==> src/rtl/wfg_pkg.sv <==
// Package for the wait-for graph deadlock detector.
// Holds payload structs, table entry type and sizing constants; no dependencies.
package wfg_pkg;

    localparam int MaxProcsDef = 16;
    localparam int ResIdBitsDef = 6;
    localparam int MaxSitesDef = 16;

    typedef struct packed {
        logic       action;
        logic [3:0] process_index;
        logic       hold_valid;
        logic [5:0] hold_resource;
        logic [4:0] hold_site;
        logic       wait_valid;
        logic [5:0] wait_resource;
        logic [4:0] wait_site;
    } cmd_t;

    typedef struct packed {
        logic [15:0] site_deadlock_mask;
        logic        any_cycle;
        logic        cross_site_wait;
        logic        global_deadlock;
    } result_t;

    typedef struct packed {
        logic       hold_valid;
        logic [5:0] hold_resource;
        logic [4:0] hold_site;
        logic       wait_valid;
        logic [5:0] wait_resource;
        logic [4:0] wait_site;
    } entry_t;

    localparam logic ActLoad = 1'b0;
    localparam logic ActEval = 1'b1;

endpackage

==> src/rtl/wfg_cell.sv <==
// One process cell: holds a table entry and one row of the reachability matrix.
// Depends on wfg_pkg.
module wfg_cell #(
    parameter int MAX_PROCS = 16,
    parameter int IDX_W = 4
) (
    input  logic                 clk,
    input  logic                 rst_n,
    input  logic                 load_en,
    input  wfg_pkg::entry_t      load_entry,
    input  logic                 active,
    input  logic [MAX_PROCS-1:0] hold_match_vec,
    input  logic                 build_en,
    input  logic                 close_en,
    input  logic [IDX_W-1:0]     pivot,
    input  logic [MAX_PROCS-1:0] pivot_row,
    output wfg_pkg::entry_t      entry,
    output logic [MAX_PROCS-1:0] row
);
    import wfg_pkg::*;

    entry_t               entry_reg;
    logic [MAX_PROCS-1:0] row_reg, row_next;

    always_ff @(posedge clk or negedge rst_n)
    begin
        if (!rst_n)
        begin
            entry_reg <= '0;
        end
        else if (load_en)
        begin
            entry_reg <= load_entry;
        end
    end

    // Build the direct edge row, then fold in the pivot's row (Warshall step).
    always_comb
    begin
        row_next = row_reg;
        if (build_en)
        begin
            row_next = (active && entry_reg.wait_valid) ? hold_match_vec : '0;
        end
        else if (close_en && row_reg[pivot])
        begin
            row_next = row_reg | pivot_row;
        end
    end

    always_ff @(posedge clk)
    begin
        row_reg <= row_next;
    end

    assign entry = entry_reg;
    assign row   = row_reg;
endmodule

==> src/rtl/wait_for_graph_deadlock_detector_unit.sv <==
// Top level of the wait-for graph deadlock detector: cell row and control.
// Depends on wfg_pkg and wfg_cell.
//
//  channel   signals                         direction  handshake
//  command   start, busy, cmd                in         start & !busy
//  result    result_valid, result            out        strobe, one cycle
//  config    cfg_valid, cfg_ready, cfg_data  in         valid & ready
//
// A load item writes its entry on acceptance. An evaluate item runs ST_BUILD
// (builds the edge rows), ST_CLOSE (closure passes for n = min(process_count,
// MAX_PROCS) pivots, one pivot per cycle over all cells) and ST_FINAL (forms
// the verdict); the result strobe is registered from ST_FINAL.
// Reset clears the table, the count (to 1) and the control state.
// The receiver cannot stall; busy is high during an evaluation.
module wait_for_graph_deadlock_detector_unit
    import wfg_pkg::*;
#(
    parameter int MAX_PROCS = MaxProcsDef,
    parameter int RESOURCE_ID_BITS = ResIdBitsDef,
    parameter int MAX_SITES = MaxSitesDef
) (
    input  logic    clk,
    input  logic    rst_n,
    input  logic    start,
    output logic    busy,
    input  cmd_t    cmd,
    output logic    result_valid,
    output result_t result,
    input  logic    cfg_valid,
    output logic    cfg_ready,
    input  logic [4:0] cfg_data
);
    localparam int IDX_W = $clog2(MAX_PROCS);
    localparam int CNT_W = $clog2(MAX_PROCS + 1);
    // Only the low RESOURCE_ID_BITS of an identifier take part in a compare.
    localparam logic [5:0] ResMask = 6'((64'd1 << RESOURCE_ID_BITS) - 64'd1);

    typedef enum logic [3:0] {
        ST_IDLE  = 4'b0001,
        ST_BUILD = 4'b0010,
        ST_CLOSE = 4'b0100,
        ST_FINAL = 4'b1000
    } state_t;

    state_t state_reg, state_next;
    logic [4:0]       count_reg;
    logic [CNT_W-1:0] n_eff;
    logic [CNT_W-1:0] pivot_reg, pivot_next;
    logic             valid_reg;
    result_t          result_reg;

    entry_t               entries [MAX_PROCS];
    logic [MAX_PROCS-1:0] rows [MAX_PROCS];
    logic [MAX_PROCS-1:0] match_vec [MAX_PROCS];
    logic [MAX_PROCS-1:0] active;

    logic accept;
    assign accept    = start && !busy;
    assign busy      = (state_reg != ST_IDLE);
    assign cfg_ready = !busy;

    // Process count saturates at the table depth.
    assign n_eff = ({27'd0, count_reg} > MAX_PROCS) ? CNT_W'(MAX_PROCS)
                                                    : CNT_W'(count_reg);

    always_ff @(posedge clk or negedge rst_n)
    begin
        if (!rst_n)
        begin
            count_reg <= 5'd1;
        end
        else if (cfg_valid && cfg_ready)
        begin
            count_reg <= cfg_data;
        end
    end

    // Hold-match vectors: entry i waits on what entry j holds (low id bits).
    always_comb
    begin
        for (int i = 0; i < MAX_PROCS; i++)
        begin
            active[i] = (CNT_W'(i) < n_eff);
            for (int j = 0; j < MAX_PROCS; j++)
            begin
                match_vec[i][j] = (CNT_W'(j) < n_eff) && entries[j].hold_valid &&
                    (((entries[j].hold_resource ^ entries[i].wait_resource) & ResMask)
                     == 6'd0);
            end
        end
    end

    logic [IDX_W-1:0] pivot_idx;
    assign pivot_idx = pivot_reg[IDX_W-1:0];

    genvar g;
    generate
        for (g = 0; g < MAX_PROCS; g++)
        begin : g_cell
            entry_t le;
            assign le = '{cmd.hold_valid, cmd.hold_resource, cmd.hold_site,
                          cmd.wait_valid, cmd.wait_resource, cmd.wait_site};
            wfg_cell #(
                .MAX_PROCS(MAX_PROCS),
                .IDX_W(IDX_W)
            ) u_cell (
                .clk(clk),
                .rst_n(rst_n),
                .load_en(accept && cmd.action == ActLoad &&
                         {28'd0, cmd.process_index} == g),
                .load_entry(le),
                .active(active[g]),
                .hold_match_vec(match_vec[g]),
                .build_en(state_reg == ST_BUILD),
                .close_en(state_reg == ST_CLOSE),
                .pivot(pivot_idx),
                .pivot_row(rows[pivot_idx]),
                .entry(entries[g]),
                .row(rows[g])
            );
        end
    endgenerate

    always_comb
    begin
        state_next = state_reg;
        pivot_next = pivot_reg;
        case (state_reg)
            ST_IDLE:
            begin
                if (accept && cmd.action == ActEval)
                begin
                    state_next = ST_BUILD;
                end
            end
            ST_BUILD:
            begin
                pivot_next = '0;
                state_next = (n_eff == '0) ? ST_FINAL : ST_CLOSE;
            end
            ST_CLOSE:
            begin
                pivot_next = pivot_reg + 1'b1;
                if (pivot_reg + 1'b1 >= n_eff)
                begin
                    state_next = ST_FINAL;
                end
            end
            ST_FINAL:
            begin
                state_next = ST_IDLE;
            end
            default:
            begin
                state_next = ST_IDLE;
            end
        endcase
    end

    always_ff @(posedge clk or negedge rst_n)
    begin
        if (!rst_n)
        begin
            state_reg <= ST_IDLE;
            pivot_reg <= '0;
            valid_reg <= 1'b0;
        end
        else
        begin
            state_reg <= state_next;
            pivot_reg <= pivot_next;
            valid_reg <= (state_reg == ST_FINAL);
        end
    end

    // Verdict from the diagonal of the closed matrix and the site fields of the entries.
    result_t verdict;
    always_comb
    begin
        logic both, cyc;
        verdict = '0;
        for (int i = 0; i < MAX_PROCS; i++)
        begin
            both = active[i] && entries[i].hold_valid && entries[i].wait_valid;
            cyc  = both && rows[i][i];
            if (both && entries[i].hold_site != entries[i].wait_site)
            begin
                verdict.cross_site_wait = 1'b1;
            end
            if (cyc)
            begin
                verdict.any_cycle = 1'b1;
                for (int s = 1; s <= 16; s++)
                begin
                    if (s <= MAX_SITES && entries[i].hold_site == entries[i].wait_site &&
                        entries[i].hold_site == 5'(s))
                    begin
                        verdict.site_deadlock_mask[s-1] = 1'b1;
                    end
                end
            end
        end
        verdict.global_deadlock = verdict.any_cycle && verdict.cross_site_wait;
    end

    always_ff @(posedge clk)
    begin
        if (state_reg == ST_FINAL)
        begin
            result_reg <= verdict;
        end
    end

    assign result_valid = valid_reg;
    assign result       = result_reg;

    a_onehot: assert property (@(posedge clk) disable iff (!rst_n) $onehot(state_reg))
        else $error("state not one-hot");
    a_strobe: assert property (@(posedge clk) disable iff (!rst_n)
        result_valid |=> !result_valid)
        else $error("result strobe longer than one cycle");
    a_final: assert property (@(posedge clk) disable iff (!rst_n)
        (state_reg == ST_FINAL) |=> result_valid)
        else $error("no result after verdict");
    a_glob: assert property (@(posedge clk) disable iff (!rst_n)
        result_valid |-> (result.global_deadlock ==
                          (result.any_cycle && result.cross_site_wait)))
        else $error("global verdict mismatch");
endmodule

==> config.mk <==
export PLATFORM = sky130hd
export DESIGN_NAME = wait_for_graph_deadlock_detector_unit
export DESIGN_NICKNAME = d
export VERILOG_FILES = /design/src/rtl/wfg_pkg.sv /design/src/rtl/wfg_cell.sv /design/src/rtl/wait_for_graph_deadlock_detector_unit.sv
export SDC_FILE = /design/constraint.sdc
export NUM_CORES = 2
export LEC_CHECK = 0
export BUFFER_PORTS_ARGS = -buffer_cell sky130_fd_sc_hd__buf_2
export CAP_MARGIN = 15
export CORE_MARGIN = 2
export CORE_UTILIZATION = 55
export DETAILED_ROUTE_END_ITERATION = 8
export PLACE_DENSITY = 0.73
export SKIP_LAST_GASP = 1
export SYNTH_ARGS = -nofsm -noshare
export SYNTH_HDL_FRONTEND = slang
export SYNTH_SLANG_ARGS = --single-unit
==> constraint.sdc <==
create_clock -name clk -period 4.9 [get_ports clk]
set_input_delay 0.98 -clock clk [delete_from_list [all_inputs] [get_ports clk]]
set_output_delay 0.98 -clock clk [all_outputs]
set_load 0.01 [all_outputs]
==> flow_summary.ini <==
[routing]
ant_nets = 0
drc = 29
viasPerCell = 7.51
first_iter_violations = 10700
routedWlPerCell_um = 40.8
num_vias = 52000
firstDrtPassIters = 9
finalWirelength_mm = 282

[logic_synthesis]
seq_area_frac_synth_pct = 33.2
synth_mux_area_share_pct = 12.2
yosys.area_share.simple_pct = 15.0
synth-edff-count = 275
syn-num-nets = 5849
synthFlopType = dfrtp_1
synthArstFlopShare_pct = 59.2
synth_top_family_by_area = XOR/XNOR gates
syn_area_um2 = 55000
synth_seq_cells = 674
synthesis.instances = 5805
ys_warn_count = 0
avgSynthCellArea_um2 = 9.48
synth_cell_types = 89
synth_compound_area_share_pct = 8.82
synthXorXnorAreaFrac_pct = 25.7
synthAdderAreaFrac_pct = 0.136

[pwr]
switchingPower_mw = 12.6
peakVddDrop_uv = 481
power_frac_comb_pct = 44.5
p_total_mw = 27.4
p_int_mw = 14.8
power_density_nw_per_um2 = 462
p_clk_share_pct = 22.2
cellLeakagePower_nw = 23.6
p_seq_share_pct = 33.3
sw_frac_of_total_pct = 45.9

[clock_tree]
tritoncts = built
worstSkewPairLatency_ns = 0.70
ctsHoldBuffers = 0
clk_pin_slew_ns = 0.06
post_cts_resized = 0
htreeDepth = 3
root_buffer = clkbuf_16
post_cts_buffers = 0
cts_buffers = 78
numClockSinks = 674
clockBufferDepth = 3

[worst_setup_path]
rr_worst_depth = 6
critPathLaunchType = register
r2r-start = count_reg[4]
critPathMaxFanout = 25
r2r_slack_ns = 0.85
cpPeakStageDelay_ns = 0.87
end_kind = register
critical_path.cell_chain = inv_1 > a211oi_1 > nand4_1 > o22ai_1 > nor4_1 > nand2_1
arrival_ns = 4.58
crit_slowest_cell = dfrtp_1
worstSetupPathType = reg -> reg
critPathRequiredTime_ns = 5.44
r2r_end = result[7]

[global_routing]
grt-ovfl-total = 0
met2_usage_pct = 66.0
grt_max_degree = 114
grt_usage_pct = 53.6
grt_pass1_wl_mm = 383
top_usage_layer = met1
antenna_found_initial = 17
grt_pass1_vias = 46000
gr-usage-met3_pct = 33.4
grtUsageMet1_pct = 72.6

[outcome]
violations = design-rule violations
status = finished, violations left

[timing]
max_slew_margin_pct = 3.09
setup_ws_ns = 0.853
timing.fmax_ghz = 0.247
hold_slack_ns = 0.332
fin_crit_ns = 4.05
setup_violations = 0
hold_viol = 0
worst_pin_slew_ns = 1.44
fin_setup_tns_ns = 0
fin_crit_sh_pct = 82.6
skew_ns = 0.0359
rsz0062_at_grt = false
drv_slew = 0

[placed_design]
io_buffer_count = 59
dpl_cell_area_um2 = 56600
hpwl_mm = 205
dp.cells = 6766
post-place-ws_ns = 1.31
gp_congestion = 1.12

[final_layout]
drive_above_1_share_pct = 17.8
fin_nets = 5599
fin_area_um2 = 59300
final-instance-count-excl-fill = 6927
n_fill_cell = 8633
fin_util_pct = 59.6
area_delta_synth_final_pct = 7.83
layout_common_cells = xor2_1, xnor2_1, dfrtp_1, mux2_2, nand4_1
final_common_cell = xor2_1
largest_reg_flops = 384

[floorplanning]
die_w_um = 320
dieArea_um2 = 103000
dieHeight_um = 320
core_area_um2 = 99600
std_cell_rows = 116
start_util_pct = 55.3
pin_count = 60

[hold_path]
hold_class = in -> async

[run]
maxCapViolations = 0
routing by layer:
metal | part of all wire (%) | wire [um]
met1 | 38 | 107000
met2 | 36 | 101000
met3 | 20 | 56700
met4 | 6.1 | 17200
met5 | 0.26 | 727
worst max-delay path by stage:
stage / start / endpoint / slack [ns] / depth (start not counted)
final: count_reg[4] / result[7] / 0.85 / 6
after global routing: count_reg[4] / result[7] / 0.88 / 6
after CTS: count_reg[4] / result[7] / 1.29 / 6
after detailed placement: count_reg[4] / result[7] / 1.31 / 6
after global placement: count_reg[3] / result[13] / 1.32 / 8
after floorplan: pivot_reg[0] / g_cell[10].u_cell.row[0] / 1.40 / 9
cell families (layout without fill, tap and decap cells):
| group | after synthesis | in the layout |
|---|---|---|
| AOI/OAI and AO/OA | 775 | 775 |
| xor gates and xnor gates | 1614 | 1614 |
| adders and majority gates | 6 | 6 |
| buffers and inverters | 688 | 502 |
| DFF | 674 | 674 |
| muxes | 527 | 527 |
| other | 0 | 10 |
| and+or+nand+nor | 1521 | 1521 |
critical path, delay by kind of cell (launching register included):
family	cells	cell delay, ns
compound gates	2	1.69
simple gates	3	0.88
flops	1	0.87
buf+inv	1	0.43
synthesized netlist by cell type, types with 9 or more instances:
| master | count | area share, % |
|---|---|---|
| xor2_1 | 890 | 14 |
| xnor2_1 | 724 | 12 |
| clkbuf_1 | 576 | 3.9 |
| dfrtp_1 | 397 | 18 |
| mux2_2 | 355 | 7.3 |
| nand4_1 | 296 | 3.4 |
| edfxtp_1 | 275 | 15 |
| nor2_1 | 251 | 1.7 |
| nor3_1 | 250 | 2.3 |
| a21oi_1 | 242 | 2.2 |
| nor4_1 | 200 | 2.3 |
| o21ai_0 | 184 | 1.7 |
| nand2_1 | 166 | 1.1 |
| nand3_1 | 110 | 1.0 |
| a31oi_1 | 87 | 0.99 |
| buf_2 | 68 | 0.62 |
| mux2i_1 | 67 | 1.2 |
| mux4_2 | 64 | 2.6 |
| nand2b_1 | 47 | 0.53 |
| o211ai_1 | 46 | 0.63 |
| nor2b_1 | 44 | 0.50 |
| mux2_4 | 40 | 1.1 |
| o22ai_1 | 31 | 0.35 |
| o32ai_1 | 29 | 0.46 |
| nand3b_1 | 24 | 0.33 |
| a32o_1 | 21 | 0.38 |
| and2_1 | 20 | 0.23 |
| inv_1 | 20 | 0.14 |
| o2bb2ai_1 | 17 | 0.27 |
| and3_1 | 15 | 0.17 |
| nand4b_1 | 14 | 0.22 |
| a211oi_1 | 12 | 0.16 |
| o31a_1 | 12 | 0.19 |
| or3_1 | 12 | 0.14 |
| and4_1 | 11 | 0.18 |
| buf_4 | 11 | 0.15 |
| a311oi_1 | 10 | 0.16 |
| nor3b_1 | 10 | 0.14 |
| o221ai_1 | 10 | 0.16 |
| or4_1 | 10 | 0.14 |
| a32oi_1 | 9 | 0.14 |
cell type report:
cell class | instances | area [um2] | share of cell area, %
Antenna cell | 10 | 25.0 | 0.0422
Clock buffer | 100 | 2190 | 3.69
Clock inverter | 44 | 437 | 0.736
Inverter | 20 | 75.1 | 0.127
Multi-Input combinational cell | 4443 | 34200 | 57.6
Sequential cell | 674 | 18300 | 30.8
Tap cell | 1298 | 1620 | 2.74
Timing Repair Buffer | 338 | 2550 | 4.29
power groups by stage:
stage	Sequential [mW]	Clock [mW]	Combinational [mW]
global placement	9.05	0	11.1
floorplan	7.07	0	9.01
global route	9.11	6.28	12.5
CTS	8.97	6.06	11.4
finish	9.14	6.09	12.2
detailed placement	9.08	0	11.4
Power figures use the tool's default switching activity.
